### config.mk
export PLATFORM = sky130hd
export DESIGN_NAME = wsdb_victim_gen
export DESIGN_NICKNAME = d
export VERILOG_FILES = /design/src/design/wsdb_pkg.sv /design/src/design/wsdb_victim_gen.sv
export SDC_FILE = /design/constraint.sdc
export NUM_CORES = 1
export LEC_CHECK = 0
export ABC_AREA = 1
export BUFFER_PORTS_ARGS = -buffer_cell sky130_fd_sc_hd__buf_4
export CORE_ASPECT_RATIO = 0.8
export CORE_MARGIN = 5
export CORE_UTILIZATION = 25
export CTS_CLUSTER_DIAMETER = 80
export DETAILED_ROUTE_END_ITERATION = 8
export GPL_TIMING_DRIVEN = 0
export PLACE_DENSITY = 0.46
export SYNTH_ARGS = -nofsm -noshare
export SYNTH_HDL_FRONTEND = slang
export SYNTH_SLANG_ARGS = --single-unit
### constraint.sdc
create_clock -name clock -period 7 [get_ports clock]
set_input_delay 0.7 -clock clock [delete_from_list [all_inputs] [get_ports clock]]
set_output_delay 0.7 -clock clock [all_outputs]
set_load 0.1 [all_outputs]
### src/design/wsdb_pkg.sv
// wsdb_pkg: sizes, codes, generator seeds and link types of the deque bank
// depends on nothing; imported by wsdb_victim_gen and work_stealing_deque_bank
`default_nettype none

package wsdb_pkg;

   localparam int QUEUE_DEPTH = 256;
   localparam int NUM_QUEUES  = 8;

   localparam int SLOT_W   = $clog2(QUEUE_DEPTH);
   localparam int POS_W    = SLOT_W + 1;
   localparam int QUEUE_W  = (NUM_QUEUES > 1) ? $clog2(NUM_QUEUES) : 1;
   localparam int ADDR_W   = QUEUE_W + SLOT_W;
   localparam int HANDLE_W = 8;
   localparam int WORKER_W = 3;
   localparam int NW_W     = 4;
   localparam int RNG_W    = 32;

   localparam int MOD_DIGIT = 4;
   localparam int MOD_STEPS = RNG_W / MOD_DIGIT;
   localparam int MOD_CNT_W = $clog2(MOD_STEPS);

   localparam logic [RNG_W-1:0] RNG_X_SEED = 32'd123456789;
   localparam logic [RNG_W-1:0] RNG_Y_SEED = 32'd362436069;
   localparam logic [RNG_W-1:0] RNG_Z_SEED = 32'd521288629;
   localparam int RNG_SHL_A = 16;
   localparam int RNG_SHR_B = 5;
   localparam int RNG_SHL_C = 1;

   localparam logic ACTION_PUSH = 1'b0;
   localparam logic ACTION_GET  = 1'b1;

   localparam logic [NW_W-1:0] NUM_WORKERS_RESET = 4'd1;

   typedef struct packed {
      logic            start;
      logic [NW_W-1:0] divisor;
   } victim_req_type;

   typedef struct packed {
      logic            done;
      logic [NW_W-1:0] victim;
   } victim_rsp_type;

endpackage

`default_nettype wire

### src/design/wsdb_victim_gen.sv
// wsdb_victim_gen: xorshift96 generator and iterative modulo for victim choice
// depends on wsdb_pkg
`default_nettype none

module wsdb_victim_gen
   import wsdb_pkg::*;
(
   input  wire logic           clock,
   input  wire logic           reset,
   input  wire victim_req_type ctl,
   output victim_rsp_type      sts
);

   logic [RNG_W-1:0]     rng_x_ff, rng_x_in;
   logic [RNG_W-1:0]     rng_y_ff, rng_y_in;
   logic [RNG_W-1:0]     rng_z_ff, rng_z_in;
   logic [RNG_W-1:0]     rng_t;
   logic                 busy_ff, busy_in;
   logic                 done_ff, done_in;
   logic [MOD_CNT_W-1:0] cnt_ff, cnt_in;
   logic [RNG_W-1:0]     dvd_ff, dvd_in;
   logic [NW_W-1:0]      rem_ff, rem_in;
   logic [NW_W-1:0]      div_ff, div_in;
   logic [NW_W:0]        part;

   always_comb begin
      rng_t = rng_x_ff ^ (rng_x_ff << RNG_SHL_A);
      rng_t = rng_t ^ (rng_t >> RNG_SHR_B);
      rng_t = rng_t ^ (rng_t << RNG_SHL_C);
   end

   // four quotient bits per cycle, restoring remainder
   always_comb begin
      part = {1'b0, rem_ff};
      for (int i = 0; i < MOD_DIGIT; i++) begin
         part = {part[NW_W-1:0], dvd_ff[RNG_W-1-i]};
         if (part >= {1'b0, div_ff}) begin
            part = part - {1'b0, div_ff};
         end
      end
   end

   always_comb begin
      rng_x_in = rng_x_ff;
      rng_y_in = rng_y_ff;
      rng_z_in = rng_z_ff;
      busy_in  = busy_ff;
      done_in  = 1'b0;
      cnt_in   = cnt_ff;
      dvd_in   = dvd_ff;
      rem_in   = rem_ff;
      div_in   = div_ff;
      if (ctl.start && !busy_ff) begin
         rng_x_in = rng_y_ff;
         rng_y_in = rng_z_ff;
         rng_z_in = rng_t ^ rng_y_ff ^ rng_z_ff;
         dvd_in   = rng_t ^ rng_y_ff ^ rng_z_ff;
         rem_in   = '0;
         cnt_in   = '0;
         div_in   = (ctl.divisor == '0) ? NW_W'(1) : ctl.divisor;
         busy_in  = 1'b1;
      end else if (busy_ff) begin
         rem_in = part[NW_W-1:0];
         dvd_in = dvd_ff << MOD_DIGIT;
         cnt_in = cnt_ff + 1'b1;
         if (cnt_ff == MOD_CNT_W'(MOD_STEPS - 1)) begin
            busy_in = 1'b0;
            done_in = 1'b1;
         end
      end
   end

   always_ff @(posedge clock) begin
      if (reset) begin
         rng_x_ff <= RNG_X_SEED;
         rng_y_ff <= RNG_Y_SEED;
         rng_z_ff <= RNG_Z_SEED;
         busy_ff  <= 1'b0;
         done_ff  <= 1'b0;
         cnt_ff   <= '0;
      end else begin
         rng_x_ff <= rng_x_in;
         rng_y_ff <= rng_y_in;
         rng_z_ff <= rng_z_in;
         busy_ff  <= busy_in;
         done_ff  <= done_in;
         cnt_ff   <= cnt_in;
      end
   end

   always_ff @(posedge clock) begin
      dvd_ff <= dvd_in;
      rem_ff <= rem_in;
      div_ff <= div_in;
   end

   assign sts.done   = done_ff;
   assign sts.victim = rem_ff;

   a_rem_below_div: assert property (@(posedge clock) disable iff (reset)
      sts.done |-> (rem_ff < div_ff))
      else $error("victim not below divisor");

   a_div_nonzero: assert property (@(posedge clock) disable iff (reset)
      busy_ff |-> (div_ff != '0))
      else $error("zero divisor in modulo unit");

   a_done_ends_busy: assert property (@(posedge clock) disable iff (reset)
      done_ff |-> !busy_ff && $past(busy_ff))
      else $error("done without a finished modulo run");

endmodule

`default_nettype wire

==> load_flow_metrics.sql <==
INSERT INTO impl_metrics (metric_group, metric, value, unit) VALUES
('clock_tree', 'clock_sinks', '141', ''),
('clock_tree', 'clock_tree.root_cell', 'sky130_fd_sc_hd__clkbuf_16', ''),
('sta', 'final.min_clock_period', '6110', 'ps'),
('floorplanning', 'die-area', '32500', 'um^2'),
('clock_tree', 'cts_tree', 'built', ''),
('clock_tree', 'cts_setup_buffers', '0', ''),
('synth', 'count_of_distinct_cell_types_in_the_synthesized_netlist', '35', ''),
('final_layout', 'post_route_cells_drive_above_1_share', '0.0926', ''),
('critical_path', 'critPathLaunch', 'div_ff[1]$_SDFFCE_PN0P_', ''),
('sta', 'unrepaired_setup_endpoints_after_global_routing', 'no', ''),
('synth', 'synth_common_cells', '217 x sky130_fd_sc_hd__nand2_1, 105 x sky130_fd_sc_hd__dfxtp_1, 68 x sky130_fd_sc_hd__nor2_1', ''),
('critical_path', 'critPathKind', 'register to register', ''),
('power', 'irDropWorstVdd', '0.000238', 'V'),
('hold_path', 'worst_min_delay_path_category', 'register to register', ''),
('detailed_routing', 'route.met2.wl', '8180', 'um'),
('sta', 'fin_ws', '885', 'ps'),
('detailed_routing', 'num_vias', '5642', ''),
('detailed_routing', 'drt-total-wl', '20200', 'um'),
('power', 'pwr-share-comb', '0.495', ''),
('clock_tree', 'htree_num_levels', '4', ''),
('clock_tree', 'cts_inserted_buffers', '17', ''),
('sta', 'final-hold-violation-count', '0', ''),
('critical_path', 'worst_r2r_path_depth', '40', ''),
('hold_path', 'min-delay-start', 'cnt_ff[1]$_SDFFE_PP0P_', ''),
('power', 'cellInternalPower', '2.18', 'mW'),
('critical_path', 'crit_path_frequent_cell', 'sky130_fd_sc_hd__nand2_1', ''),
('sta', 'worst-slew-pin-transition', '823', 'ps'),
('clock_tree', 'clkLatencyLatePin', '430', 'ps'),
('synth', 'synth-seq-cells', '141', ''),
('clock_tree', 'cts.clk_slew.worst_paths', '60', 'ps'),
('floorplanning', 'design.portCount', '12', ''),
('detailed_routing', 'drt_iter0_markers', '314', ''),
('global_routing', 'maximum_number_of_pins_on_one_net_before_global_route_repair', '18', ''),
('synth', 'synthDominantAreaCellType', 'sky130_fd_sc_hd__dfxtp_1', ''),
('synth', 'asyncSetResetFlopFracSynth', '0', ''),
('critical_path', 'cpMaxStageDelayCell', 'sky130_fd_sc_hd__edfxtp_1', ''),
('synth', 'synth.yosys.warnings', '0', ''),
('synth', 'netlist.area_leader.share', '0.290', ''),
('critical_path', 'crit_end_category', 'register', ''),
('critical_path', 'critical_path_required', '7330', 'ps'),
('power', 'switchingPower', '1.65', 'mW'),
('synth', 'mappedNetlistArea', '7250', 'um^2'),
('placed_design', 'place.port_buffers', '11', ''),
('floorplanning', 'die_height', '162', 'um'),
('critical_path', 'worst_path_largest_cell_delay', '460', 'ps'),
('power', 'power.total', '3.83', 'mW'),
('synth', 'yosysMostFrequentCell', 'sky130_fd_sc_hd__nand2_1', ''),
('placed_design', 'pre_cts_ws', '878', 'ps'),
('detailed_routing', 'route.top_layer_used', 'met4', ''),
('synth', 'post_synth_edffs', '36', ''),
('floorplanning', 'core_region_area', '28400', 'um^2'),
('run_status', 'status', 'finished clean', ''),
('clock_tree', 'cts_hold_buffers', '0', ''),
('power', 'switching_share', '0.431', ''),
('synth', 'postSynthCellCount', '874', ''),
('power', 'power_frac_seq', '0.277', ''),
('power', 'power.share.clock', '0.228', ''),
('detailed_routing', 'drt-vias-per-instance', '4.38', ''),
('sta', 'final-max-slew-violation-count', '0', ''),
('detailed_routing', 'route.antenna.remaining_nets', '0', ''),
('placed_design', 'routabilityCongestion', '0.802', ''),
('global_routing', 'grt.total_usage', '0.128', ''),
('synth', 'synth_top_flop_cell', 'sky130_fd_sc_hd__dfxtp_1', ''),
('clock_tree', 'cts.repair.resized', '0', ''),
('critical_path', 'r2r_start', 'div_ff[1]$_SDFFCE_PN0P_', ''),
('power', 'cellPowerDensity', '457', 'nW/um^2'),
('critical_path', 'worst_ep_arrival_time', '6440', 'ps'),
('final_layout', 'num-nets-final', '934', ''),
('final_layout', 'fill_cells', '3047', ''),
('global_routing', 'globalRoute.totalOverflow', '0', ''),
('final_layout', 'finish.utilization', '0.295', '');
-- critical path, delay by kind of cell (launching register included) --
| family | cells | cell delay (ps) |
|---|---|---|
| simple gates | 24 | 2510 |
| fa+ha+maj | 4 | 1240 |
| compound gates | 5 | 1010 |
| buf+inv | 7 | 810 |
| flops | 1 | 460 |
-- per-stage QoR --
stage                     std cells  area, um^2  hold WS (ps)
final                          1288        8380           474
after global routing           1288        8380           501
after CTS                      1288        8380           477
after detailed placement       1256        7820           467
after global placement         1255        7790           457
after floorplan                 874        7250           443
-- cell type report --
type | instances | area [um^2] | share of cell area
repair buffers | 12 | 110 | 0.0131
well taps | 370 | 463 | 0.0552
plain buffers | 38 | 150 | 0.0179
flip-flops and latches | 141 | 3180 | 0.380
inverters | 68 | 255 | 0.0305
clock buffers | 21 | 483 | 0.0576
clock inverters | 11 | 80.1 | 0.00955
multi-input cells | 627 | 3660 | 0.436
-- kinds of logic (layout without fill, tap and decap cells) --
family / Yosys count / in the layout / share of synthesized area
compound gates: 93 / 93 / 0.0703
xor+xnor: 121 / 121 / 0.156
fa+ha+maj: 22 / 22 / 0.0421
buf+inv: 106 / 150 / 0.0559
flops: 141 / 141 / 0.439
simple gates: 391 / 391 / 0.237
-- worst paths after layout --
kind,slack [ps],to
setup / recovery,890,rem_ff[3]$_SDFFE_PP0P_
hold / removal,470,cnt_ff[1]$_SDFFE_PP0P_
setup reg to reg,890,rem_ff[3]$_SDFFE_PP0P_
hold reg to reg,470,cnt_ff[1]$_SDFFE_PP0P_
-- per-layer routing --
metal	vias to the layer above	GRT usage
met2	107	0.184
li1	2874	-
met3	20	0.0299
met1	2641	0.191
met5	-	0
met4	0	0.0335
-- flip-flops by register name, indices dropped and copies added (netlist names), 3 cells and up --
name,count
rng_y_ff,32
rng_x_ff,32
cnt_ff,3
rng_z_ff,32
div_ff,4
rem_ff,4
dvd_ff,32
-- cell usage in the layout (no fill, tap or decap), drive strengths merged --
cell type,netlist,final
a21oi,31,31
o21ai,40,40
inv,67,72
nor3,3,3
buf,4,16
nand3,70,70
ha,18,18
dfxtp,105,105
a211oi,2,2
a41oi,1,1
o211ai,5,5
o22ai,13,13
or2,20,20
xnor2,76,76
fa,4,4
edfxtp,36,36
clkinv,1,4
xor2,45,45
o21bai,1,1
nor2,71,71
clkbuf,34,55
nand3b,1,1
nand4,4,4
clkinvlp,0,3
nand2,222,222
-- power by group through the flow --
| stage | logic (mW) | registers [mW] | clock network (mW) |
|---|---|---|---|
| after global routing | 2.16 | 1.08 | 0.927 |
| final | 1.90 | 1.06 | 0.873 |
| after detailed placement | 1.90 | 1.08 | 0 |
| after floorplan | 1.48 | 1.12 | 0 |
| after CTS | 1.91 | 1.06 | 0.887 |
| after global placement | 1.88 | 1.08 | 0 |
Power figures use the tool's default switching activity.
